## config.mk

```make
export PLATFORM = sky130hd
export DESIGN_NAME = swstat_queue
export DESIGN_NICKNAME = d
export VERILOG_FILES = /design/src/rtl/swstat_pkg.sv /design/src/rtl/swstat_queue.sv
export SDC_FILE = /design/constraint.sdc
export NUM_CORES = 1
export LEC_CHECK = 0
export BUFFER_PORTS_ARGS = -buffer_cell sky130_fd_sc_hd__buf_4
export CAP_MARGIN = 20
export CORE_ASPECT_RATIO = 1.2
export CORE_MARGIN = 4
export CORE_UTILIZATION = 47
export CTS_CLUSTER_SIZE = 20
export DETAILED_ROUTE_END_ITERATION = 10
export HOLD_SLACK_MARGIN = 0.1
export PLACE_DENSITY = 0.77
export SETUP_SLACK_MARGIN = 0.1
export SYNTH_ARGS = -nofsm -noshare
export SYNTH_HDL_FRONTEND = slang
export SYNTH_SLANG_ARGS = --single-unit
```

## constraint.sdc

```tcl
create_clock -name i_clk -period 7.1 [get_ports i_clk]
set_input_delay 0.355 -clock i_clk [delete_from_list [all_inputs] [get_ports i_clk]]
set_output_delay 0.355 -clock i_clk [all_outputs]
set_load 0.1 [all_outputs]
```

## src/rtl/swstat_pkg.sv

```systemverilog
// Shared types and constants for the sliding window statistics core.
// No dependencies; used by the front end, queue, back end and top level.
package swstat_pkg;

    localparam int SAMPLE_BITS = 24;
    localparam int UOUT_BITS   = SAMPLE_BITS - 1;
    localparam int WIN_BITS    = 6;
    localparam int FILL_BITS   = 7;
    localparam int SUM_BITS    = 32;
    localparam int SQ_BITS     = 56;
    localparam int TDATA_BITS  = 120;
    localparam int TUSER_BITS  = 3;

    localparam logic [WIN_BITS-1:0]  WIN_RESET = 6'd7;
    localparam logic [FILL_BITS-1:0] FILL_MAX  = 7'd127;
    // percent scale: 100 in Q7.8
    localparam logic [14:0]          PCT_SCALE = 15'd25600;
    localparam logic [UOUT_BITS-1:0] UOUT_MAX  = '1;

    // one classified sample handed from front to back
    typedef struct packed {
        logic signed [SAMPLE_BITS-1:0] sample;
        logic signed [SAMPLE_BITS-1:0] older;
        logic [WIN_BITS-1:0]           n;
        logic signed [SUM_BITS-1:0]    sum;
        logic [SQ_BITS-1:0]            sq;
        logic                          avg_ok;
        logic                          pct_ok;
        logic                          stats_ok;
    } t_job;

    // saturate a signed value to the sample range
    function automatic logic [SAMPLE_BITS-1:0] sat_s(input logic signed [40:0] x);
        logic signed [40:0] hi;
        logic signed [40:0] lo;
        hi = 41'sd8388607;
        lo = -41'sd8388608;
        if (x > hi) begin
            sat_s = 24'h7fffff;
        end else if (x < lo) begin
            sat_s = 24'h800000;
        end else begin
            sat_s = x[SAMPLE_BITS-1:0];
        end
    endfunction

endpackage

```

## src/rtl/swstat_queue.sv

```systemverilog
// Two-entry job queue between front and back end.
// Uses swstat_pkg::t_job.
module swstat_queue (
    input  logic              i_clk,
    input  logic              i_rst_n,
    input  logic              i_push,
    input  swstat_pkg::t_job  i_job,
    output logic              o_full,
    input  logic              i_pop,
    output logic              o_empty,
    output swstat_pkg::t_job  o_job
);
    swstat_pkg::t_job r_q [2];
    logic             r_wptr;
    logic             r_rptr;
    logic [1:0]       r_cnt;

    assign o_full  = (r_cnt == 2'd2);
    assign o_empty = (r_cnt == 2'd0);
    assign o_job   = r_q[r_rptr];

    always_ff @(posedge i_clk) begin
        if (i_push) begin
            r_q[r_wptr] <= i_job;
        end
    end

    always_ff @(posedge i_clk) begin
        if (!i_rst_n) begin
            r_wptr <= 1'b0;
            r_rptr <= 1'b0;
            r_cnt  <= '0;
        end else begin
            if (i_push) r_wptr <= ~r_wptr;
            if (i_pop)  r_rptr <= ~r_rptr;
            r_cnt <= r_cnt + 2'(i_push) - 2'(i_pop);
        end
    end

endmodule

```

# After elaboration in Yosys (flattened, before gate mapping)
# Memories as Yosys holds them, arrays and structs flattened. A register that Yosys moved wholly into a read port is not among the register bits.
# Cells that the tools add are included.
classes:
  n_eq_ne: 1
  muxes: 4
  reduce_logical: 1
  addsub: 2
  bitwise: 2
ops:
  columns: ["cell", "n"]
  rows:
  - ["$mux 1", 4]
  - ["$add 2x1->2", 1]
  - ["$eq 2x2->1 const B", 1]
  - ["$logic_not 2->1", 1]
  - ["$not 1->1", 2]
  - ["$sub 2x1->2", 1]
word_totals:
  output_inout_bits: 147
  regBits: 4
  in_bits: 149
  n_memories: 1
  mem_bits_rw: 290
  word_cells: 14
mem_list:
  columns: ["name", "depth", "word_bits", "read_ports", "rd_clocked_by_memory_dff", "wr", "line", "rtl"]
  rows:
  - ["r_q", 2, 145, 1, 1, 1, "swstat_queue.sv:13", "swstat_pkg::t_job r_q [2];"]

# Longest topological paths before layout
depth:
  word_depth: 3
  ltp_mapped: 6
  ltp_nobuf: 6

# Worst setup path after synthesis
# Ideal clock, no wire load.
synth_timing:
  path_type: "register to register"
  start: "register r_wptr"
  end: "memory r_q[0][0] in the netlist's numbering (enable)"
  slack_ns: -0.277
  path_buffers: 0
  setup_ns: 0.669
  arrival_time_ns: 6.708
  period_less_slack_ns: 7.377
  stages_incl_launch_ff: 2
  path_cell_list: "dfxtp_1 > nor2b_1"
synth_rtl:
  columns: ["item", "line", "rtl"]
  rows:
  - ["start, declared", "swstat_queue.sv:14", "logic r_wptr;"]
  - ["start signal, assigned", "swstat_queue.sv:34", "if (i_push) r_wptr <= ~r_wptr;"]
  - ["end, declared", "swstat_queue.sv:13", null]
# Straight into the memory's write port.

==> metrics.cfg <==
[synth]
ys_warn_count=0
synth.distinct_cells=14
netlist_top_cells_count=290 x edfxtp_1, 95 x mux2_2, 50 x mux2_4
yosysTopAreaCellShare=0.8006
yosysTopAreaCell=edfxtp_1
ys_async_sr_fraction=0
synthCells=472
syn_area_per_cell_sq_um=23.05
yosysMostFrequentCell=edfxtp_1
syn_area_sq_um=10880
ys.flop_type=edfxtp_1
synth_nets=623
synth-seq-area-share=0.8098
synth_edf_count=290
ys_ff_latch=295
synthTopCellsByArea=edfxtp_1 80%, mux2_2 9.8%, mux2_4 6.9%

[clocking]
cts_sinks=295
cts_made_buffers=28
clkLatencyLatePin_ps=530
cts_tree=done
clk_pin_slew_ps=60
clk_path_buf_depth=3
htreeDepth=1
cts-resized-gates=0
root_buffer=clkbuf_16

[timing]
finalSetupTns_ps=0
finalSetupViolations=0
relSlewSlack=0.4399
maxSlewViolCount=0
finalWorstSetupSlack_ps=3980
skew_ps=6.118
max_freq_ghz=0.3205
grt_setup_unrepaired=no
timing.final.crit_period_ps=3120
tightest_slew_ps=840.2
fin_crit_sh=0.4395
hold_viol=0

[min_path]
hold_path_class=primary input to flip-flop
min-delay-start=i_pop

[floorplanning]
row_count=60
core_region_area_sq_um=22600
design.die.area_sq_um=25650
chipHeight_microns=174.7
die_w_microns=146.9
start_util=0.4814
io_pins=296

[final_layout]
layout-drive-gt1-share=0.5094
final_area_sq_um=15800
area_growth_pct=45.24
diodes=0
layoutNonFillerInstCount=1266
nNetsFinal=1085

[global_routing]
grt_pass1_wl_mm=37.32
grt_util_all_layers=0.1838
grt_overflow_total=0
grt_pass1_vias=6881
grt_max_degree=86
antenna_found_initial=0

[placed_design]
placed_cells=1066
hpwl_mm=14.59
place_congestion=0.7317
dpl_worst_slack_ps=4466
postPlaceCellArea_sq_um=13410
portBuffers=295

[setup_path]
crit_path_frequent_cell=buf_4
r2r_start=r_wptr$_SDFFE_PN0P_
cp.buffers_inverters=2
arrival_ps=2770
crit_type=flip-flop to output port
worst_setup_path_start_kind=flip-flop
required_ps=6740
worstPathMaxFanout=55
slowest_delay_ps=810
slowest_stage=dfxtp_4
path_cells=buf_4, mux2_2, buf_4
cp-end-kind=output port
crit_family=buffers and inverters

[route]
drc=0
drt-vias-per-instance=4.795
wl_per_cell_microns=19.39
vias=6071
wl_mm=24.55
ant_nets=0
drtIter0Drc=299
first_pass_iters=4

[run]
maxCapViolCount=0

[run_status]
status=finished, final reports clean

[pwr]
pwr_density_cell_nw_per_um2=292.4
vdd_ir_drop_max_mv=0.2314
p_leak_uw=0.006070

[per-layer routing]
metal / track usage / vias up / share of wire
met5: 0 / - / 0
met4: 0.05569 / 0 / 0.027
met3: 0.04410 / 53 / 0.067
met2: 0.3513 / 249 / 0.55
met1: 0.1998 / 2970 / 0.35
li1: - / 2799 / -
[path summary, 6_finish.rpt]
kind / end / slack (ps) / cells after the start
max: o_job[59] / 3980 / 3
min: flip-flop / 170 / 3
max reg2reg: r_q[1][109]$_DFFE_PP_ / 4850 / 3
min reg2reg: flip-flop / 590 / 2
[per-stage QoR]
stage	hold slack, ps	utilization	power, uW
6_report	174.4	0.6992	4620
5_1_grt	182.1	0.6992	4780
4_1_cts	152.6	0.6967	4645
3_5_place_dp	542.9	0.5934	3177
3_3_place_gp	540.5	0.5934	3158
2_1_floorplan	453.9	-	2939
[logic make-up (layout without fill, tap and decap cells)]
kind of cell    after synthesis  in the layout  synth area share
flops                       295            295            0.8098
simple gates                  9              9          0.004945
buf+inv                      18            502           0.01208
mux                         145            145            0.1674
xor+xnor                      2              2          0.002876
compound gates                1              1         0.0006904
fa+ha+maj                     2              2          0.002300
[flip-flops by register name, summed over array words and instances (netlist names), named ones only]
| name | flops |
|---|---|
| r_cnt | 2 |
| r_q | 290 |
| r_rptr | 1 |
| r_wptr | 1 |
[report_power, final]
part / internal, uW / switching, uW
logic: 331 / 832
registers: 2020 / 36.1
clock network: 811 / 594
[cells in the final DEF, fill, tap and decap left out, types with 3 or more instances in the layout]
master and instances:
and2_1 3, buf_4 300, clkbuf_1 3, clkbuf_16 29, clkinv_1 12, clkinv_2 5, dfxtp_1 4, dlygate4sd3_1 146
edfxtp_1 290, mux2_2 95, mux2_4 50, nor2b_1 3
[worst reg2reg max path, stage by stage (launching register included)]
cell and delay, ps:
dfxtp_1 420, and2_4 690, buf_4 390, buf_16 340
[layout make-up]
cell class,count,area [sq um]
repair buffers,448,3769
multi-input cells,159,1948
clock buffers,32,737.0
inverters,2,7.507
well taps,310,387.9
clock inverters,20,137.6
fillers,1338,6798
flip-flops and latches,295,8812
[repair_timing]
item	4_1_cts	5_1_grt
setup buffers	0	0
endpoints found under the hold margin	294	0
hold buffers	146	0
Note: power is estimated with default switching activity, not from simulation.
