File: src/rtl/swstat_pkg.sv
// Shared types and constants for the sliding window statistics core.
// No dependencies; used by the front end, queue, back end and top level.
package swstat_pkg;

    localparam int SAMPLE_BITS = 24;
    localparam int UOUT_BITS   = SAMPLE_BITS - 1;
    localparam int WIN_BITS    = 6;
    localparam int FILL_BITS   = 7;
    localparam int SUM_BITS    = 32;
    localparam int SQ_BITS     = 56;
    localparam int TDATA_BITS  = 120;
    localparam int TUSER_BITS  = 3;

    localparam logic [WIN_BITS-1:0]  WIN_RESET = 6'd7;
    localparam logic [FILL_BITS-1:0] FILL_MAX  = 7'd127;
    // percent scale: 100 in Q7.8
    localparam logic [14:0]          PCT_SCALE = 15'd25600;
    localparam logic [UOUT_BITS-1:0] UOUT_MAX  = '1;

    // one classified sample handed from front to back
    typedef struct packed {
        logic signed [SAMPLE_BITS-1:0] sample;
        logic signed [SAMPLE_BITS-1:0] older;
        logic [WIN_BITS-1:0]           n;
        logic signed [SUM_BITS-1:0]    sum;
        logic [SQ_BITS-1:0]            sq;
        logic                          avg_ok;
        logic                          pct_ok;
        logic                          stats_ok;
    } t_job;

    // saturate a signed value to the sample range
    function automatic logic [SAMPLE_BITS-1:0] sat_s(input logic signed [40:0] x);
        logic signed [40:0] hi;
        logic signed [40:0] lo;
        hi = 41'sd8388607;
        lo = -41'sd8388608;
        if (x > hi) begin
            sat_s = 24'h7fffff;
        end else if (x < lo) begin
            sat_s = 24'h800000;
        end else begin
            sat_s = x[SAMPLE_BITS-1:0];
        end
    endfunction

endpackage

File: src/rtl/swstat_front.sv
// Front end: accepts samples, keeps the sample ring and the running sums,
// and hands one classified job per sample to the queue. Uses swstat_pkg.
module swstat_front #(
    parameter int RING_DEPTH = 64
) (
    input  logic                                i_clk,
    input  logic                                i_rst_n,
    input  logic                                i_s_valid,
    output logic                                o_s_ready,
    input  logic signed [swstat_pkg::SAMPLE_BITS-1:0] i_sample,
    input  logic                                i_cfg_valid,
    input  logic [swstat_pkg::WIN_BITS-1:0]     i_cfg_data,
    input  logic                                i_full,
    output logic                                o_push,
    output swstat_pkg::t_job                    o_job
);
    localparam int AW   = $clog2(RING_DEPTH);
    localparam int NMAX = (RING_DEPTH - 1 < 63) ? RING_DEPTH - 1 : 63;
    localparam int SB   = swstat_pkg::SAMPLE_BITS;

    typedef enum logic [3:0] {
        F_IDLE = 4'b0001,
        F_RD   = 4'b0010,
        F_UPD  = 4'b0100,
        F_PUSH = 4'b1000
    } t_fstate;

    t_fstate r_state, n_state;
    logic [AW-1:0]                       r_wp;
    logic [swstat_pkg::FILL_BITS-1:0]    r_fill;
    logic signed [swstat_pkg::SUM_BITS-1:0] r_sum;
    logic [swstat_pkg::SQ_BITS-1:0]      r_sq;
    logic [swstat_pkg::WIN_BITS-1:0]     r_win;
    logic signed [SB-1:0]                r_s;
    logic signed [SB-1:0]                r_rd;
    logic signed [SB-1:0]                r_older;
    logic [2*SB-1:0]                     r_s2;
    logic [2*SB-1:0]                     r_l2;
    logic                                r_drop;
    logic [swstat_pkg::WIN_BITS-1:0]     r_n;
    logic [SB-1:0]                       r_mem [RING_DEPTH];

    logic                                w_acc;
    logic [swstat_pkg::WIN_BITS-1:0]     w_n;
    logic [9:0]                          w_os;
    logic [9:0]                          w_old;
    logic [SB-1:0]                       w_abs_in;
    logic [SB-1:0]                       w_abs_rd;

    // effective window: zero acts as one, clamp below ring depth
    always_comb begin
        w_n = r_win;
        if (w_n == '0) begin
            w_n = 6'd1;
        end
        if (w_n > 6'(NMAX)) begin
            w_n = 6'(NMAX);
        end
    end

    // slot one window back, modulo ring depth
    assign w_os  = 10'(r_wp) + 10'(RING_DEPTH) - 10'(w_n);
    assign w_old = (w_os >= 10'(RING_DEPTH)) ? w_os - 10'(RING_DEPTH) : w_os;

    assign o_s_ready = (r_state == F_IDLE);
    assign w_acc     = i_s_valid && o_s_ready;
    assign w_abs_in  = i_sample[SB-1] ? SB'(-i_sample) : i_sample;
    assign w_abs_rd  = r_rd[SB-1] ? SB'(-r_rd) : r_rd;

    // ring: write the new sample, read the leaving one
    always_ff @(posedge i_clk) begin
        if (w_acc) begin
            r_mem[r_wp] <= i_sample;
            r_rd        <= r_mem[w_old[AW-1:0]];
        end
    end

    always_comb begin
        n_state = r_state;
        case (r_state)
            F_IDLE: if (w_acc) n_state = F_RD;
            F_RD:   n_state = F_UPD;
            F_UPD:  n_state = F_PUSH;
            F_PUSH: if (!i_full) n_state = F_IDLE;
            default: n_state = F_IDLE;
        endcase
    end

    // datapath: captured sample, window and drop flag, squares
    always_ff @(posedge i_clk) begin
        if (w_acc) begin
            r_s    <= i_sample;
            r_s2   <= w_abs_in * w_abs_in;
            r_n    <= w_n;
            r_drop <= (r_fill >= 7'(w_n));
        end
        if (r_state == F_RD) begin
            r_older <= r_rd;
            r_l2    <= w_abs_rd * w_abs_rd;
        end
    end

    always_ff @(posedge i_clk) begin
        if (!i_rst_n) begin
            r_state <= F_IDLE;
            r_wp    <= '0;
            r_fill  <= '0;
            r_sum   <= '0;
            r_sq    <= '0;
            r_win   <= swstat_pkg::WIN_RESET;
        end else begin
            r_state <= n_state;
            if (r_state == F_RD) begin
                r_sum <= r_sum + 32'(r_s) - (r_drop ? 32'(r_rd) : 32'sd0);
            end
            if (r_state == F_UPD) begin
                r_sq <= r_sq + 56'(r_s2) - (r_drop ? 56'(r_l2) : 56'd0);
                if (r_fill != swstat_pkg::FILL_MAX) begin
                    r_fill <= r_fill + 7'd1;
                end
                r_wp <= (r_wp == AW'(RING_DEPTH - 1)) ? '0 : r_wp + AW'(1);
            end
            // window write restarts filling
            if (i_cfg_valid) begin
                r_win  <= i_cfg_data;
                r_fill <= '0;
                r_sum  <= '0;
                r_sq   <= '0;
            end
        end
    end

    assign o_push          = (r_state == F_PUSH) && !i_full;
    assign o_job.sample    = r_s;
    assign o_job.older     = r_older;
    assign o_job.n         = r_n;
    assign o_job.sum       = r_sum;
    assign o_job.sq        = r_sq;
    assign o_job.avg_ok    = r_fill > 7'(r_n);
    assign o_job.pct_ok    = (r_fill > 7'(r_n)) && (r_older != '0);
    assign o_job.stats_ok  = r_fill >= 7'(r_n);

endmodule

File: config.mk
export PLATFORM = sky130hd
export DESIGN_NAME = swstat_front
export DESIGN_NICKNAME = d
export VERILOG_FILES = /design/src/rtl/swstat_pkg.sv /design/src/rtl/swstat_front.sv
export SDC_FILE = /design/constraint.sdc
export NUM_CORES = 2
export LEC_CHECK = 0
export BUFFER_PORTS_ARGS = -buffer_cell sky130_fd_sc_hd__buf_2
export CAP_MARGIN = 10
export CORE_MARGIN = 2
export CORE_UTILIZATION = 30
export DETAILED_ROUTE_END_ITERATION = 10
export GPL_TIMING_DRIVEN = 0
export PLACE_DENSITY = 0.48
export SYNTH_ARGS = -nofsm -noshare
export SYNTH_HDL_FRONTEND = slang
export SYNTH_SLANG_ARGS = --single-unit
File: constraint.sdc
create_clock -name i_clk -period 9.9 [get_ports i_clk]
set_clock_uncertainty 0.2 [all_clocks]
set_input_delay 0.495 -clock i_clk [delete_from_list [all_inputs] [get_ports i_clk]]
set_output_delay 0.495 -clock i_clk [all_outputs]
set_load 0.05 [all_outputs]
[Word-level counts from Yosys, hierarchy flattened]
Memories as Yosys holds them, arrays and structs flattened. A register that Yosys moved wholly into a read port is not among the register bits.
Cells that the tools add are included.
Word-level totals
  register bits after elaboration: 262
  RAM bits: 1536
  output and inout bits: 147
  logic and storage cells: 62
  memories kept: 1
Memory list
  r_mem: depth 64, width 24, read ports 1, clocked after Yosys merged registers in 1, write ports 1, RTL line swstat_front.sv:41  | logic [SB-1:0] r_mem [RING_DEPTH];
Cells by class
  add/subtract/negate cells: 11
  multiply operators: 2
  $lt $le $gt $ge: 5
  equal/unequal tests: 8
  multiplexer cells: 13
  bitwise operators: 1
  reductions and logical operators: 9
Operators with widths (count)
  $mul 24x24->48: 2
  $add 56x48->56: 1
  $sub 56x48->56: 1
  $mux 24: 2
  $mux 48: 1
  $neg 24->24: 2
  $add 32x24->32: 1
  $mux 32: 1
  $sub 32x32->32: 1
  $mux 6: 4
  $reduce_bool 24->1: 1
  $pmux 4 s4: 1
  $ge 7x6->1: 2
  $ge 10x7->1 const B: 1
  $sub 8x6->9: 1
  $add 6x7->8 const B: 1
  $mux 4: 2
  $add 7x1->7 const B: 1
  $gt 7x6->1: 1
  $ne 7x7->1 const B: 1
  $add 6x1->6 const B: 1
  $eq 6x6->1 const B: 1
  $gt 6x6->1 const B: 1
  $logic_not 6->1: 1
  other kinds (13): 17

[Depth between registers and ports, before layout]
  word-level depth: 7
  gate-level depth with buffers: 38
  gate-level depth less buffers: 34

[Worst setup path before layout]
Ideal clock, no wire load.
  path type: input port to flip-flop
  start: in i_sample[0] (netlist bit)
  end: reg r_s2[45] (data pin)
  setup time: 0.258 ns
  arrival time: 9.462 ns
  required time: 9.442 ns
  path slack: -0.019 ns
  cell stages on the path: 32
  path buffers: 3
  cell sequence: clkbuf_1 > inv_1 > buf_1 > ha_1 > or3b_2 > or3_1 > or4_4 > nand2_1 > xnor2_1 > clkbuf_1 > nand2_1 > fa_1 > inv_1 > fa_1 > fa_1 > fa_1 > inv_1 > fa_1 > inv_1 > fa_1 > fa_1 > ha_1 > a2111oi_0 > o21ai_0 > a41o_1 > a31oi_1 > a21oi_1 > a31o_2 > a41oi_1 > o311a_1 > o21bai_1 > xnor2_1
Between the ends
  cells in the longest elaborated chain, start to end: 3
Ends and longest elaborated chain
  start, declared: RTL line swstat_front.sv:10  | input logic signed [swstat_pkg::SAMPLE_BITS-1:0] i_sample,
  $neg 24->24: RTL line swstat_front.sv:67  | assign w_abs_in = i_sample[SB-1] ? SB'(-i_sample) : i_sample;
  $mux 24 *: RTL line swstat_front.sv:67
  $mul 24x24->48 *: RTL line swstat_front.sv:93  | r_s2 <= w_abs_in * w_abs_in;
  end signal, assigned: RTL line swstat_front.sv:93
  end, declared: RTL line swstat_front.sv:37  | logic [2*SB-1:0] r_s2;
Mark *: on every way between the ends. The rest lies on a longest branch, timed or not.
A chain may end at the register's enable or synchronous reset.

[Final worst setup path]
  start: reg r_rd[0] (read register of r_mem)
  end: reg r_l2[42] (data pin)
Between the ends
  cells in the longest elaborated chain, start to end: 3
Ends and longest elaborated chain
  start, declared: RTL line swstat_front.sv:35  | logic signed [SB-1:0] r_rd;
  $neg 24->24: RTL line swstat_front.sv:68  | assign w_abs_rd = r_rd[SB-1] ? SB'(-r_rd) : r_rd;
  $mux 24 *: RTL line swstat_front.sv:68
  $mul 24x24->48 *: RTL line swstat_front.sv:99  | r_l2 <= w_abs_rd * w_abs_rd;
  end signal, assigned: RTL line swstat_front.sv:99
  end, declared: RTL line swstat_front.sv:38  | logic [2*SB-1:0] r_l2;
Marks and branches as above.

==> reports/qor.yml <==
path_class: "flop to flop"
ys_top_cells_by_count: "edfxtp_1 (1707), inv_1 (1527), fa_1 (927)"
vias: 65000
fmax_ghz: 0.103
grt_pass1_vias: 68400
synth_largest_area_cell: "edfxtp_1"
hold_viol: 0
gp_congestion: 0.914
coreArea_sq_mm: 0.360
drtAntennaViolNets: 0
dr.pass1.iters: 5
yosysMostFrequentCell: "edfxtp_1"
setup_tns_ns: 0
io_pins: 182
nFillCells: 34800
ctsLongestPathBuffers: 4
core.rowCount: 220
synth_top_flop_cell: "edfxtp_1"
die_area_sq_mm: 0.367
yosys_warnings: 0
synth_compound_area_share_pct: 4.33
ys_seq_elements: 1818
cp-end-kind: "flop"
viasPerCell: 4.85
yosys.area_share.xor_xnor_pct: 1.85
gr-usage-all-layers_pct: 18.4
fin_ws_ns: 0.225
die_h_um: 606
synth-edff-count: 1707
finalSetupViolations: 0
wl_per_cell_um: 25.4
max_slew_margin_pct: 10.1
synth_top_family_by_area: "adder cells"
grt_pass1_wl_um: 486000
period_share_pct: 97.7
min_period_ns: 9.67
drive_gt1_share_pct: 15.6
start_util_pct: 30.2
synthDistinctLibCells: 85
syn_avg_cell_area_sq_um: 13.8
critPathSlowestCell: "fa_1"
clk_latency_ns: 0.90
numPortBuffers: 180
max_stage_delay_ns: 0.57
hpwl_um: 253000
cpMostUsedCell: "fa_1"
die_x_um: 606
syn2layout_area_growth_pct: 16.1
hold_class: "input port to flop"
critPathLaunchType: "flop"
routed_wl_um: 341000
synthCells: 7879
dr.first_iter.drc_count: 5206
rsz0062_at_grt: "yes"
antenna_found_initial: 20
synth-async-reset-ratio_pct: 0
numCtsBuffers: 202
synth-simple-area-share_pct: 5.69
grt_max_degree: 73
clock_sinks: 1818
place_inst: 12900
worstPathRequired_ns: 10.23
cts_root_buf: "clkbuf_16"
tightest_slew_ns: 1.34
ctsHtreeMaxLevel: 4
synth_top_area_share_pct: 47.2
arrival_ns: 10.01
dp_slack_ns: -3.15
status: "finished, final reports clean"
synth_area_leaders: "edfxtp_1 (47%), fa_1 (17%), mux4_2 (10%)"
fin_nets: 9866
path_max_fanout: 11
synthAdderAreaFrac_pct: 22.2
ys_seq_area_share_pct: 49.3
cts_tree: "yes"
slew_viol_final: 0
synth.area.mux_share_pct: 10.3
drcViolationCount: 0
max-cap-violations: 0
final_cell_count_no_fill: 13400
netlist_area_sq_mm: 0.109
fin_util_pct: 35.0
clk_pin_slew_ns: 0.06
grt_overflow_total: 0
## cells by family (layout without fill, tap and decap cells)
kind of cell,Yosys count,in the layout
AOI/OAI and AO/OA,748,748
xor gates and xnor gates,226,226
adders and majority gates,1373,1373
buffers and inverters,1828,2532
DFF,1818,1818
muxes,515,515
other,2,49
and+or+nand+nor,1369,1369
## critical path: cells and delay by family (launching register included)
family / cells / cell delay [ns]
AO/OA/AOI/OAI: 7 / 1.66
XOR/XNOR: 2 / 0.35
adder cells (fa/ha/maj): 9 / 4.26
buffers and inverters: 10 / 1.02
flip-flops: 1 / 0.44
AND/OR/NAND/NOR: 7 / 1.44
## layer usage
metal | up-vias | track usage (%) | share of wire [%]
li1 | 28300 | - | -
met1 | 34400 | 24.6 | 43
met2 | 1837 | 31.2 | 49
met3 | 436 | 2.33 | 5.3
met4 | 4 | 5.48 | 3.3
met5 | - | 0 | 0.0068
## path summary, 6_finish.rpt
check / start / to / slack (ns) / depth (start not counted)
worst max register to register: r_rd[0] / r_l2[42] / 0.23 / 35
worst min-delay path: i_sample[5] / r_mem[57][5] / 0.009 / 2
worst min register to register: r_sum[18] / r_sum[18] / 0.27 / 2
worst max-delay path: r_rd[0] / r_l2[42] / 0.23 / 35
## layout by cell type, fill, tap and decap left out, types with 35 or more instances in the layout
cell       instances
a211oi_1          45
a21o_1            87
a21oi_1          267
and2_1            86
buf_1             45
buf_16            43
buf_2            167
buf_4             71
clkbuf_1         227
clkbuf_16        207
clkinv_1          47
clkinv_2          39
dfxtp_1          111
edfxtp_1        1707
fa_1             922
ha_1             429
inv_1           1518
mux2i_1           35
mux4_2           480
nand2_1          503
nand3_1           59
nand4_1           45
nor2_1           374
nor2_4            65
nor2b_1           56
o21ai_0          120
o21bai_1          38
xnor2_1          133
xor2_1            58
## state kept, by name (all words and copies together) (netlist names)
name	flops
r_rd	24
r_n	6
r_wp	6
r_mem	1536
r_sum	32
r_sq	56
r_l2	46
r_fill	7
r_older	24
r_win	6
r_state	4
r_drop	1
r_s2	46
r_s	24
## through the flow
step                      hold slack [ns]  instance area [sq um]
after floorplan                     0.224                 109000
after global placement              0.259                 116000
after detailed placement            0.259                 118000
after CTS                         0.00217                 125000
after global routing             -0.00895                 126000
final                             0.00907                 126000
## what timing repair did
action	in CTS	in global routing
resized for setup	134	115
hold endpoints to repair	379	132
cloned	0	1
pin swaps	8	21
buffers inserted	32	16
endpoints found under the setup margin	65	29
hold buffers	30	10
## final cells by class
class	count	area, sq um	area share [%]
Sequential cell	1818	53500	42.4
Multi-Input combinational cell	4265	49600	39.3
Antenna cell	15	37.5	0.0298
Tap cell	4773	5970	4.74
Clock inverter	115	992	0.787
Buffer	281	1290	1.03
Timing Repair Buffer	351	3660	2.90
Inverter	1539	5810	4.61
Clock buffer	246	5280	4.19
Power is not shown: default switching activity piles up to over one toggle a cycle in this logic, so the estimate is an artifact.
