**src/rtl/swstat_pkg.sv**
```systemverilog
// Shared types and constants for the sliding window statistics core.
// No dependencies; used by the front end, queue, back end and top level.
package swstat_pkg;

    localparam int SAMPLE_BITS = 24;
    localparam int UOUT_BITS   = SAMPLE_BITS - 1;
    localparam int WIN_BITS    = 6;
    localparam int FILL_BITS   = 7;
    localparam int SUM_BITS    = 32;
    localparam int SQ_BITS     = 56;
    localparam int TDATA_BITS  = 120;
    localparam int TUSER_BITS  = 3;

    localparam logic [WIN_BITS-1:0]  WIN_RESET = 6'd7;
    localparam logic [FILL_BITS-1:0] FILL_MAX  = 7'd127;
    // percent scale: 100 in Q7.8
    localparam logic [14:0]          PCT_SCALE = 15'd25600;
    localparam logic [UOUT_BITS-1:0] UOUT_MAX  = '1;

    // one classified sample handed from front to back
    typedef struct packed {
        logic signed [SAMPLE_BITS-1:0] sample;
        logic signed [SAMPLE_BITS-1:0] older;
        logic [WIN_BITS-1:0]           n;
        logic signed [SUM_BITS-1:0]    sum;
        logic [SQ_BITS-1:0]            sq;
        logic                          avg_ok;
        logic                          pct_ok;
        logic                          stats_ok;
    } t_job;

    // saturate a signed value to the sample range
    function automatic logic [SAMPLE_BITS-1:0] sat_s(input logic signed [40:0] x);
        logic signed [40:0] hi;
        logic signed [40:0] lo;
        hi = 41'sd8388607;
        lo = -41'sd8388608;
        if (x > hi) begin
            sat_s = 24'h7fffff;
        end else if (x < lo) begin
            sat_s = 24'h800000;
        end else begin
            sat_s = x[SAMPLE_BITS-1:0];
        end
    endfunction

endpackage

```
**src/rtl/swstat_back.sv**
```systemverilog
// Back end: one shared bit-serial divider and square root unit that turns
// a job into the result beat, plus the output register. Uses swstat_pkg.
module swstat_back (
    input  logic                                   i_clk,
    input  logic                                   i_rst_n,
    input  logic                                   i_empty,
    input  swstat_pkg::t_job                       i_job,
    output logic                                   o_pop,
    output logic                                   o_m_valid,
    input  logic                                   i_m_ready,
    output logic [swstat_pkg::TDATA_BITS-1:0]      o_tdata,
    output logic [swstat_pkg::TUSER_BITS-1:0]      o_tuser
);
    typedef enum logic [7:0] {
        B_IDLE = 8'b0000_0001,
        B_MUL  = 8'b0000_0010,
        B_AVG  = 8'b0000_0100,
        B_PCT  = 8'b0000_1000,
        B_MEAN = 8'b0001_0000,
        B_VAR  = 8'b0010_0000,
        B_SQRT = 8'b0100_0000,
        B_DONE = 8'b1000_0000
    } t_bstate;

    t_bstate            r_state;
    swstat_pkg::t_job   r_job;
    logic [39:0]        r_pp;
    logic [61:0]        r_nq;
    logic [63:0]        r_ss;
    logic [11:0]        r_nn;
    // shared divider
    logic [63:0]        r_dvd;
    logic [23:0]        r_dvs;
    logic [23:0]        r_rem;
    logic [63:0]        r_quo;
    logic [6:0]         r_cnt;
    // square root
    logic [63:0]        r_v;
    logic [63:0]        r_res;
    logic [63:0]        r_bit;
    // partial results
    logic [24:0]        r_qavg;
    logic [39:0]        r_qpct;
    logic [31:0]        r_qmean;
    logic               r_mnz;
    // output register
    logic               r_ov;
    logic [swstat_pkg::TDATA_BITS-1:0] r_tdata;
    logic [swstat_pkg::TUSER_BITS-1:0] r_tuser;

    logic signed [24:0] w_diff;
    logic [24:0]        w_adiff;
    logic [23:0]        w_aold;
    logic [31:0]        w_asum;
    logic [63:0]        w_num;
    logic [24:0]        w_rt;
    logic               w_ge;
    logic [24:0]        w_rn;
    logic [63:0]        w_qn;
    logic               w_last;
    logic [63:0]        w_st;
    logic               w_sge;
    logic               w_take;
    // result assembly
    logic [22:0]        w_avg;
    logic signed [40:0] w_pct_v;
    logic [23:0]        w_pct;
    logic [22:0]        w_sd;
    logic signed [26:0] w_mean;
    logic [23:0]        w_bu;
    logic [23:0]        w_bl;

    assign w_diff  = 25'(r_job.sample) - 25'(r_job.older);
    assign w_adiff = w_diff[24] ? 25'(-w_diff) : w_diff;
    assign w_aold  = r_job.older[23] ? 24'(-r_job.older) : r_job.older;
    assign w_asum  = r_job.sum[31] ? 32'(-r_job.sum) : r_job.sum;
    assign w_num   = (64'(r_nq) >= r_ss) ? 64'(r_nq) - r_ss : 64'd0;

    // restoring divide step, one quotient bit
    assign w_rt   = {r_rem, r_dvd[63]};
    assign w_ge   = w_rt >= {1'b0, r_dvs};
    assign w_rn   = w_ge ? w_rt - {1'b0, r_dvs} : w_rt;
    assign w_qn   = {r_quo[62:0], w_ge};
    assign w_last = (r_cnt == 7'd1);

    // square root step, two radicand bits
    assign w_st  = r_res + r_bit;
    assign w_sge = r_v >= w_st;

    assign o_pop  = (r_state == B_IDLE) && !i_empty;
    assign w_take = (r_state == B_DONE) && (!r_ov || i_m_ready);

    always_ff @(posedge i_clk) begin
        if (!i_rst_n) begin
            r_state <= B_IDLE;
        end else begin
            case (r_state)
                B_IDLE: if (!i_empty) r_state <= B_MUL;
                B_MUL:  r_state <= B_AVG;
                B_AVG:  if (w_last) r_state <= B_PCT;
                B_PCT:  if (w_last) r_state <= B_MEAN;
                B_MEAN: if (w_last) r_state <= B_VAR;
                B_VAR:  if (w_last) r_state <= B_SQRT;
                B_SQRT: if (w_last) r_state <= B_DONE;
                B_DONE: if (w_take) r_state <= B_IDLE;
                default: r_state <= B_IDLE;
            endcase
        end
    end

    // datapath sequencing
    always_ff @(posedge i_clk) begin
        case (r_state)
            B_IDLE: begin
                r_job <= i_job;
            end
            B_MUL: begin
                r_pp  <= 40'(w_adiff * swstat_pkg::PCT_SCALE);
                r_nq  <= r_job.n * r_job.sq;
                r_ss  <= w_asum * w_asum;
                r_nn  <= r_job.n * r_job.n;
                r_dvd <= {w_adiff, 39'd0};
                r_dvs <= 24'(r_job.n);
                r_rem <= '0;
                r_quo <= '0;
                r_cnt <= 7'd25;
            end
            B_AVG, B_PCT, B_MEAN, B_VAR: begin
                r_dvd <= {r_dvd[62:0], 1'b0};
                r_rem <= w_rn[23:0];
                r_quo <= w_qn;
                r_cnt <= r_cnt - 7'd1;
                if (w_last) begin
                    r_rem <= '0;
                    r_quo <= '0;
                    case (r_state)
                        B_AVG: begin
                            r_qavg <= w_qn[24:0];
                            r_dvd  <= {r_pp, 24'd0};
                            r_dvs  <= w_aold;
                            r_cnt  <= 7'd40;
                        end
                        B_PCT: begin
                            r_qpct <= w_qn[39:0];
                            r_dvd  <= {w_asum, 32'd0};
                            r_dvs  <= 24'(r_job.n);
                            r_cnt  <= 7'd32;
                        end
                        B_MEAN: begin
                            r_qmean <= w_qn[31:0];
                            r_mnz   <= (w_rn != '0);
                            r_dvd   <= w_num;
                            r_dvs   <= 24'(r_nn);
                            r_cnt   <= 7'd64;
                        end
                        default: begin
                            r_v   <= w_qn;
                            r_res <= '0;
                            r_bit <= 64'h4000_0000_0000_0000;
                            r_cnt <= 7'd32;
                        end
                    endcase
                end
            end
            B_SQRT: begin
                if (w_sge) begin
                    r_v   <= r_v - w_st;
                    r_res <= (r_res >> 1) + r_bit;
                end else begin
                    r_res <= r_res >> 1;
                end
                r_bit <= r_bit >> 2;
                r_cnt <= r_cnt - 7'd1;
            end
            default: begin
            end
        endcase
    end

    // saturation and final values
    always_comb begin
        w_avg = '0;
        if (!w_diff[24] && (w_diff != '0)) begin
            w_avg = (r_qavg > 25'(swstat_pkg::UOUT_MAX)) ? swstat_pkg::UOUT_MAX
                                                          : r_qavg[22:0];
        end
        w_pct_v = (w_diff[24] ^ r_job.older[23]) ? -$signed({1'b0, r_qpct})
                                                  : $signed({1'b0, r_qpct});
        w_pct   = swstat_pkg::sat_s(w_pct_v);
        w_sd    = (r_res > 64'(swstat_pkg::UOUT_MAX)) ? swstat_pkg::UOUT_MAX
                                                       : r_res[22:0];
        if (r_job.sum[31]) begin
            w_mean = -$signed(27'(r_qmean[25:0]) + 27'(r_mnz));
        end else begin
            w_mean = $signed(27'(r_qmean[25:0]));
        end
        w_bu = swstat_pkg::sat_s(41'(w_mean) + 41'({w_sd, 1'b0}));
        w_bl = swstat_pkg::sat_s(41'(w_mean) - 41'({w_sd, 1'b0}));
    end

    // output register
    always_ff @(posedge i_clk) begin
        if (!i_rst_n) begin
            r_ov <= 1'b0;
        end else if (w_take) begin
            r_ov <= 1'b1;
        end else if (i_m_ready) begin
            r_ov <= 1'b0;
        end
    end

    always_ff @(posedge i_clk) begin
        if (w_take) begin
            r_tdata <= {2'b00,
                        r_job.stats_ok ? w_bl : 24'd0,
                        r_job.stats_ok ? w_bu : 24'd0,
                        r_job.stats_ok ? w_sd : 23'd0,
                        r_job.pct_ok   ? w_pct : 24'd0,
                        r_job.avg_ok   ? w_avg : 23'd0};
            r_tuser <= {r_job.stats_ok, r_job.pct_ok, r_job.avg_ok};
        end
    end

    assign o_m_valid = r_ov;
    assign o_tdata   = r_tdata;
    assign o_tuser   = r_tuser;

endmodule

```
**config.mk**
```make
export PLATFORM = sky130hd
export DESIGN_NAME = swstat_back
export DESIGN_NICKNAME = d
export VERILOG_FILES = /design/src/rtl/swstat_pkg.sv /design/src/rtl/swstat_back.sv
export SDC_FILE = /design/constraint.sdc
export NUM_CORES = 2
export LEC_CHECK = 0
export ABC_AREA = 1
export BUFFER_PORTS_ARGS = -buffer_cell sky130_fd_sc_hd__buf_2
export CORE_MARGIN = 4
export CORE_UTILIZATION = 40
export DETAILED_ROUTE_END_ITERATION = 12
export PLACE_DENSITY = 0.57
export SYNTH_ARGS = -nofsm -noshare
export SYNTH_HDL_FRONTEND = slang
export SYNTH_SLANG_ARGS = --single-unit
export TNS_END_PERCENT = 20
```
**constraint.sdc**
```tcl
create_clock -name i_clk -period 26 [get_ports i_clk]
set_input_delay 6.5 -clock i_clk [delete_from_list [all_inputs] [get_ports i_clk]]
set_output_delay 6.5 -clock i_clk [all_outputs]
set_load 0.1 [all_outputs]
```
### Word level (Yosys, flattened, before mapping)

Index checks and enable logic that the tools add are counted.

* word-level logic and storage cells: 161
* input port bits: 149
* register bits: 909

* equality and inequality tests: 20
* multiply operators: 4
* reductions and logical operators: 26
* bitwise gates (word level): 3
* $lt $le $gt $ge: 11
* add/subtract/negate cells: 15
* multiplexer cells: 49

Operators with widths (count)
* $mux 64: 10
* $pmux 64 s2: 4
* $pmux 64 s3: 1
* $mux 24: 6
* $pmux 63 s2: 1
* $mux 23: 5
* $pmux 24 s2: 2
* $pmux 24 s3: 1
* $add 63x64->64: 1
* $add 64x64->64: 1
* $ge 62x64->1: 1
* $ge 64x64->1: 1
* $gt 64x23->1 const B: 1
* $mul 32x32->64: 1
* $pmux 8 s8: 1
* $sub 62x64->64: 1
* $sub 64x64->64: 1
* $mux 63: 1
* $mul 6x56->62: 1
* $gt 28x24->1 const B: 2
* $lt 28x24->1 const B: 2
* $mux 8: 7
* $mux 25: 2
* $reduce_bool 25->1: 2
* other kinds (49): 72

### Depth between registers and ports, before layout

* depth in word-level cells: 7
* gate-level depth with buffers: 46
* gate-level depth less buffers: 43

### Worst setup path before layout

No wires, ideal clock.

* kind: flip-flop to flip-flop
* start point: reg r_state[7]
* end point: reg r_dvs[0] (enable)
* arrival time: 22495 ps
* slack: 3126 ps
* stages on the path, launching flop included: 10
* required time: 25621 ps
* cells stage by stage: dfxtp_1 nor2_1 inv_1 nor2_1 inv_1 nor4_1 inv_1 nand2_1 nand2_1 inv_1

* cells in the longest elaborated chain, start to end: 4
* elaborated cells on any way between the ends: 10

RTL lines
* start: declaration: RTL line swstat_back.sv:25 `t_bstate r_state;`
* start signal: assignment: RTL line swstat_back.sv:95 `r_state <= B_IDLE;`
* start signal: assignment: RTL line swstat_back.sv:98 `B_IDLE: if (!i_empty) r_state <= B_MUL;`
* start signal: assignment: RTL line swstat_back.sv:99 `B_MUL: r_state <= B_AVG;`
* $eq 8x5->1, or another cell as far along: RTL line swstat_back.sv:113, swstat_back.sv:136
* $reduce_or 4->1: RTL line swstat_back.sv:113 `case (r_state)`
* $ne 4x4->1 (no line), or another cell as far along
* $reduce_and 3->1 (no line) *
* end signal: assignment: RTL line swstat_back.sv:123 `r_dvs <= 24'(r_job.n);`
* end signal: assignment: RTL line swstat_back.sv:140 `r_dvs <= w_aold;`
* end signal: assignment: RTL line swstat_back.sv:146 `r_dvs <= 24'(r_job.n);`
* end: declaration: RTL line swstat_back.sv:33 `logic [23:0] r_dvs;`

Mark *: on every way between the ends. The rest lies on a longest branch, timed or not.
A chain may end at the register's enable or synchronous reset.

### Final worst setup path

* start point: in i_empty
* end point: out o_pop

* cells in the longest elaborated chain, start to end: 2

RTL lines
* start: declaration: RTL line swstat_back.sv:6 `input logic i_empty,`
* $logic_not 1->1
* $logic_and 1x1->1: RTL line swstat_back.sv:90 `assign o_pop = (r_state == B_IDLE) && !i_empty;`
* end: declaration: RTL line swstat_back.sv:8 `output logic o_pop,`

No other way between the ends.

==> flow_metrics.env <==
export IMPL_outcome="complete, no violations"
export IMPL_timing_critical_path_arrival_ns=7.14
export IMPL_layout_min_cycle_time_ns=13.64
export IMPL_grt_overflow=0
export IMPL_hold_fix_buffers_cts=0
export IMPL_layout_drive_gt1_share=0.05305
export IMPL_design_die_area_um2=256400
export IMPL_postSynth_topFlopCell="sky130_fd_sc_hd__edfxtp_1"
export IMPL_dp_hpwl_um=261500
export IMPL_post_cts_buffers=0
export IMPL_numCtsBuffers=109
export IMPL_die_height_um=506.4
export IMPL_drt_vias_per_instance=5.186
export IMPL_cp_end_kind="primary output"
export IMPL_synth_yosys_seq_area_share=0.2636
export IMPL_ios=274
export IMPL_synth_area_per_cell_um2=8.219
export IMPL_cts_tree="built"
export IMPL_post_synth_num_cell_types=66
export IMPL_cts_root_buffer_cell="sky130_fd_sc_hd__clkbuf_16"
export IMPL_final_min_period_over_clock_period=0.5244
export IMPL_share_of_flip_flops_with_an_asynchronous_set_or_reset_after_synthesis=0
export IMPL_timing_max_slew_rel_slack=0.1717
export IMPL_grt_usage=0.2517
export IMPL_path_clk_slew_ns=0.06
export IMPL_synthesis_yosys_warnings=0
export IMPL_drc=0
export IMPL_layout_filler_cells=24756
export IMPL_postSynthCellCount=12088
export IMPL_timing_critical_path_fanout_max=2
export IMPL_total_wirelength_um=323700
export IMPL_commonest_non_fill_non_tap_cells_in_the_layout="sky130_fd_sc_hd__inv_1 (2548), sky130_fd_sc_hd__nand2_1 (2183), sky130_fd_sc_hd__nor2_1 (1312)"
export IMPL_synth_seq_cells=875
export IMPL_cts_htree_levels=3
export IMPL_detail_route_iter0_violations=5995
export IMPL_pre_cts_ws_ns=12.37
export IMPL_timing_final_ws_setup_ns=12.36
export IMPL_number_of_antenna_violations_at_the_first_check_in_global_routing=10
export IMPL_synth_top_cell_by_area="sky130_fd_sc_hd__edfxtp_1"
export IMPL_hold_path_stages=0
export IMPL_vias=81681
export IMPL_drt_first_pass_iters=5
export IMPL_postPlaceCellArea_um2=104700
export IMPL_cpMaxStageDelayCell="sky130_fd_sc_hd__buf_2"
export IMPL_r2r_start="r_job[59]$_DFFE_PP_"
export IMPL_die_width_um=506.4
export IMPL_max_stage_delay_ns=0.45
export IMPL_setup_viol=0
export IMPL_finalNetCount=14293
export IMPL_portBuffers=271
export IMPL_clk_path_buf_depth=3
export IMPL_start_kind="primary input"
export IMPL_cp_num_buf_inv=2
export IMPL_slew_violations=0
export IMPL_areaGrowthSynthToFinish_pct=9.186
export IMPL_site_rows=182
export IMPL_layout_cells_most_common="sky130_fd_sc_hd__inv_1"
export IMPL_post_cts_resize_count=0
export IMPL_wire_per_inst_um=20.55
export IMPL_reg2reg_setup_slack_ns=14.62
export IMPL_critical_r2r_capture="r_ss[62]$_DFFE_PP_"
export IMPL_peak_freq_mhz=73.34
export IMPL_synthesis_area_um2=99350
export IMPL_clock_sinks=875
export IMPL_hold_viol_final=0
export IMPL_tightestPinTransition_ns=1.242
export IMPL_worst_r2r_path_depth=39
export IMPL_drv_max_cap_violation_count=0
export IMPL_crit_path_frequent_cell="sky130_fd_sc_hd__buf_2"
export IMPL_synth_top_cells_by_area="sky130_fd_sc_hd__edfxtp_1 (26%), sky130_fd_sc_hd__fa_1 (21%), sky130_fd_sc_hd__inv_1 (9.6%)"
export IMPL_first_global_vias=85170
export IMPL_synth_top_area_frac=0.2617
export IMPL_cp_cell_sequence="buf_2 > nor2_1 > buf_2"
export IMPL_min_from="r_quo[28]$_SDFFCE_PN0P_"
export IMPL_finClkSkew_ns=0.08820
export IMPL_grt_first_pass_wirelength_um=502200
export IMPL_gp_congestion=0.9497
export IMPL_worst_hold_end="r_qpct[29]$_DFFE_PP_"
export IMPL_setup_tns_final_ns=0
export IMPL_effective_utilization_at_floorplan=0.4029
export IMPL_final_area_um2=108500
export IMPL_core_um2=246600
export IMPL_insertion_delay_ns=0.82
export IMPL_timing_hold_worst_class="reg2reg"
export IMPL_edff_count_synth=866
export IMPL_ant_nets=0
export IMPL_grt_setup_unrepaired="false"
export IMPL_cp_top_family="buffers and inverters"
export IMPL_cp_required_ns=19.50
export IMPL_timing_worst_setup_path_type="in2out"
export IMPL_grt_start_max_net_pins=110
[cell families (layout without fill, tap and decap cells)]
kind of cell    after synthesis  after routing  synth area share
simple gates               4264           4264            0.1749
flops                       875            875            0.2636
compound gates             1811           1811            0.1026
mux                           1              1         0.0001008
buf+inv                    2837           3147            0.1086
other cells                   2             41        0.00007559
fa+ha+maj                  1812           1812            0.3073
xor+xnor                    486            486           0.04284
[sequential cells by signal, summed over array words and instances (netlist names), 3 cells and up]
signal / cells
r_job: 145
o_tdata: 118
r_quo: 63
r_rem: 24
r_ss: 63
r_nn: 11
r_dvs: 24
r_v: 64
r_cnt: 7
r_qmean: 26
r_nq: 62
r_qpct: 40
r_bit: 32
o_tuser: 3
r_pp: 30
r_qavg: 25
r_dvd: 64
r_state: 8
r_res: 64
[area by class of cell]
cell class,instances,area [um2],share of cell area
Clock inverter,79,974.7,0.008985
Timing Repair Buffer,372,2115,0.01949
Tap cell,3312,4144,0.03820
Inverter,2573,9664,0.08909
Antenna cell,14,35.03,0.0003230
Multi-Input combinational cell,8401,62560,0.5767
Clock buffer,123,2800,0.02581
Sequential cell,875,26190,0.2414
[through the flow]
step           utilization  hold slack [ns]  std cells
2_1_floorplan            -           0.4206      12113
3_3_place_gp        0.4244           0.4407      15533
3_5_place_dp        0.4244           0.4361      15533
4_1_cts             0.4397           0.4492      15735
5_1_grt             0.4397           0.4693      15736
6_report            0.4399           0.4512      15749
[how the worst max path moves through the flow]
stage	start	cells past startpoint	endpoint	slack, ns
2_1_floorplan	r_state[7]$_SDFFE_PN0P_	9	r_dvs[0]$_DFFE_PP_	3.13
3_3_place_gp	i_empty	3	o_pop	12.32
3_5_place_dp	i_empty	3	o_pop	12.37
4_1_cts	i_empty	3	o_pop	12.36
5_1_grt	i_empty	3	o_pop	12.31
6_report	i_empty	3	o_pop	12.36
[cell usage after synthesis (9+ instances only)]
cell type                  count
sky130_fd_sc_hd__o211ai_1     42
sky130_fd_sc_hd__a221oi_1     18
sky130_fd_sc_hd__a21oi_1     752
sky130_fd_sc_hd__or2_2        55
sky130_fd_sc_hd__clkinv_1     14
sky130_fd_sc_hd__nor4_1       56
sky130_fd_sc_hd__o22ai_1      33
sky130_fd_sc_hd__xnor2_1     131
sky130_fd_sc_hd__o21ai_0     578
sky130_fd_sc_hd__nand2_1    2187
sky130_fd_sc_hd__o21ai_1      17
sky130_fd_sc_hd__buf_1        22
sky130_fd_sc_hd__nor3_1      117
sky130_fd_sc_hd__inv_1      2552
sky130_fd_sc_hd__xor2_1      355
sky130_fd_sc_hd__dfxtp_1       9
sky130_fd_sc_hd__nand4_1      85
sky130_fd_sc_hd__ha_1        765
sky130_fd_sc_hd__o21a_1       40
sky130_fd_sc_hd__o31ai_1      14
sky130_fd_sc_hd__buf_4        11
sky130_fd_sc_hd__o21bai_1     57
sky130_fd_sc_hd__a32o_1       15
sky130_fd_sc_hd__nor2_1     1318
sky130_fd_sc_hd__a31oi_1     100
sky130_fd_sc_hd__nand3_1     383
sky130_fd_sc_hd__nand3b_1     27
sky130_fd_sc_hd__a21boi_0     22
sky130_fd_sc_hd__clkbuf_1    182
sky130_fd_sc_hd__o221ai_1      9
sky130_fd_sc_hd__edfxtp_1    866
sky130_fd_sc_hd__and3_1       10
sky130_fd_sc_hd__a22o_1       14
sky130_fd_sc_hd__fa_1       1047
sky130_fd_sc_hd__buf_2        43
sky130_fd_sc_hd__a21o_1       60
[metal layers]
layer | global-route usage | wire length (um)
met5 | 0 | 41
met4 | 0.08837 | 13270
met3 | 0.03132 | 16920
met2 | 0.4397 | 158500
met1 | 0.3207 | 134900
Power is not shown: default switching activity piles up to over one toggle a cycle in this logic, so the estimate is an artifact.
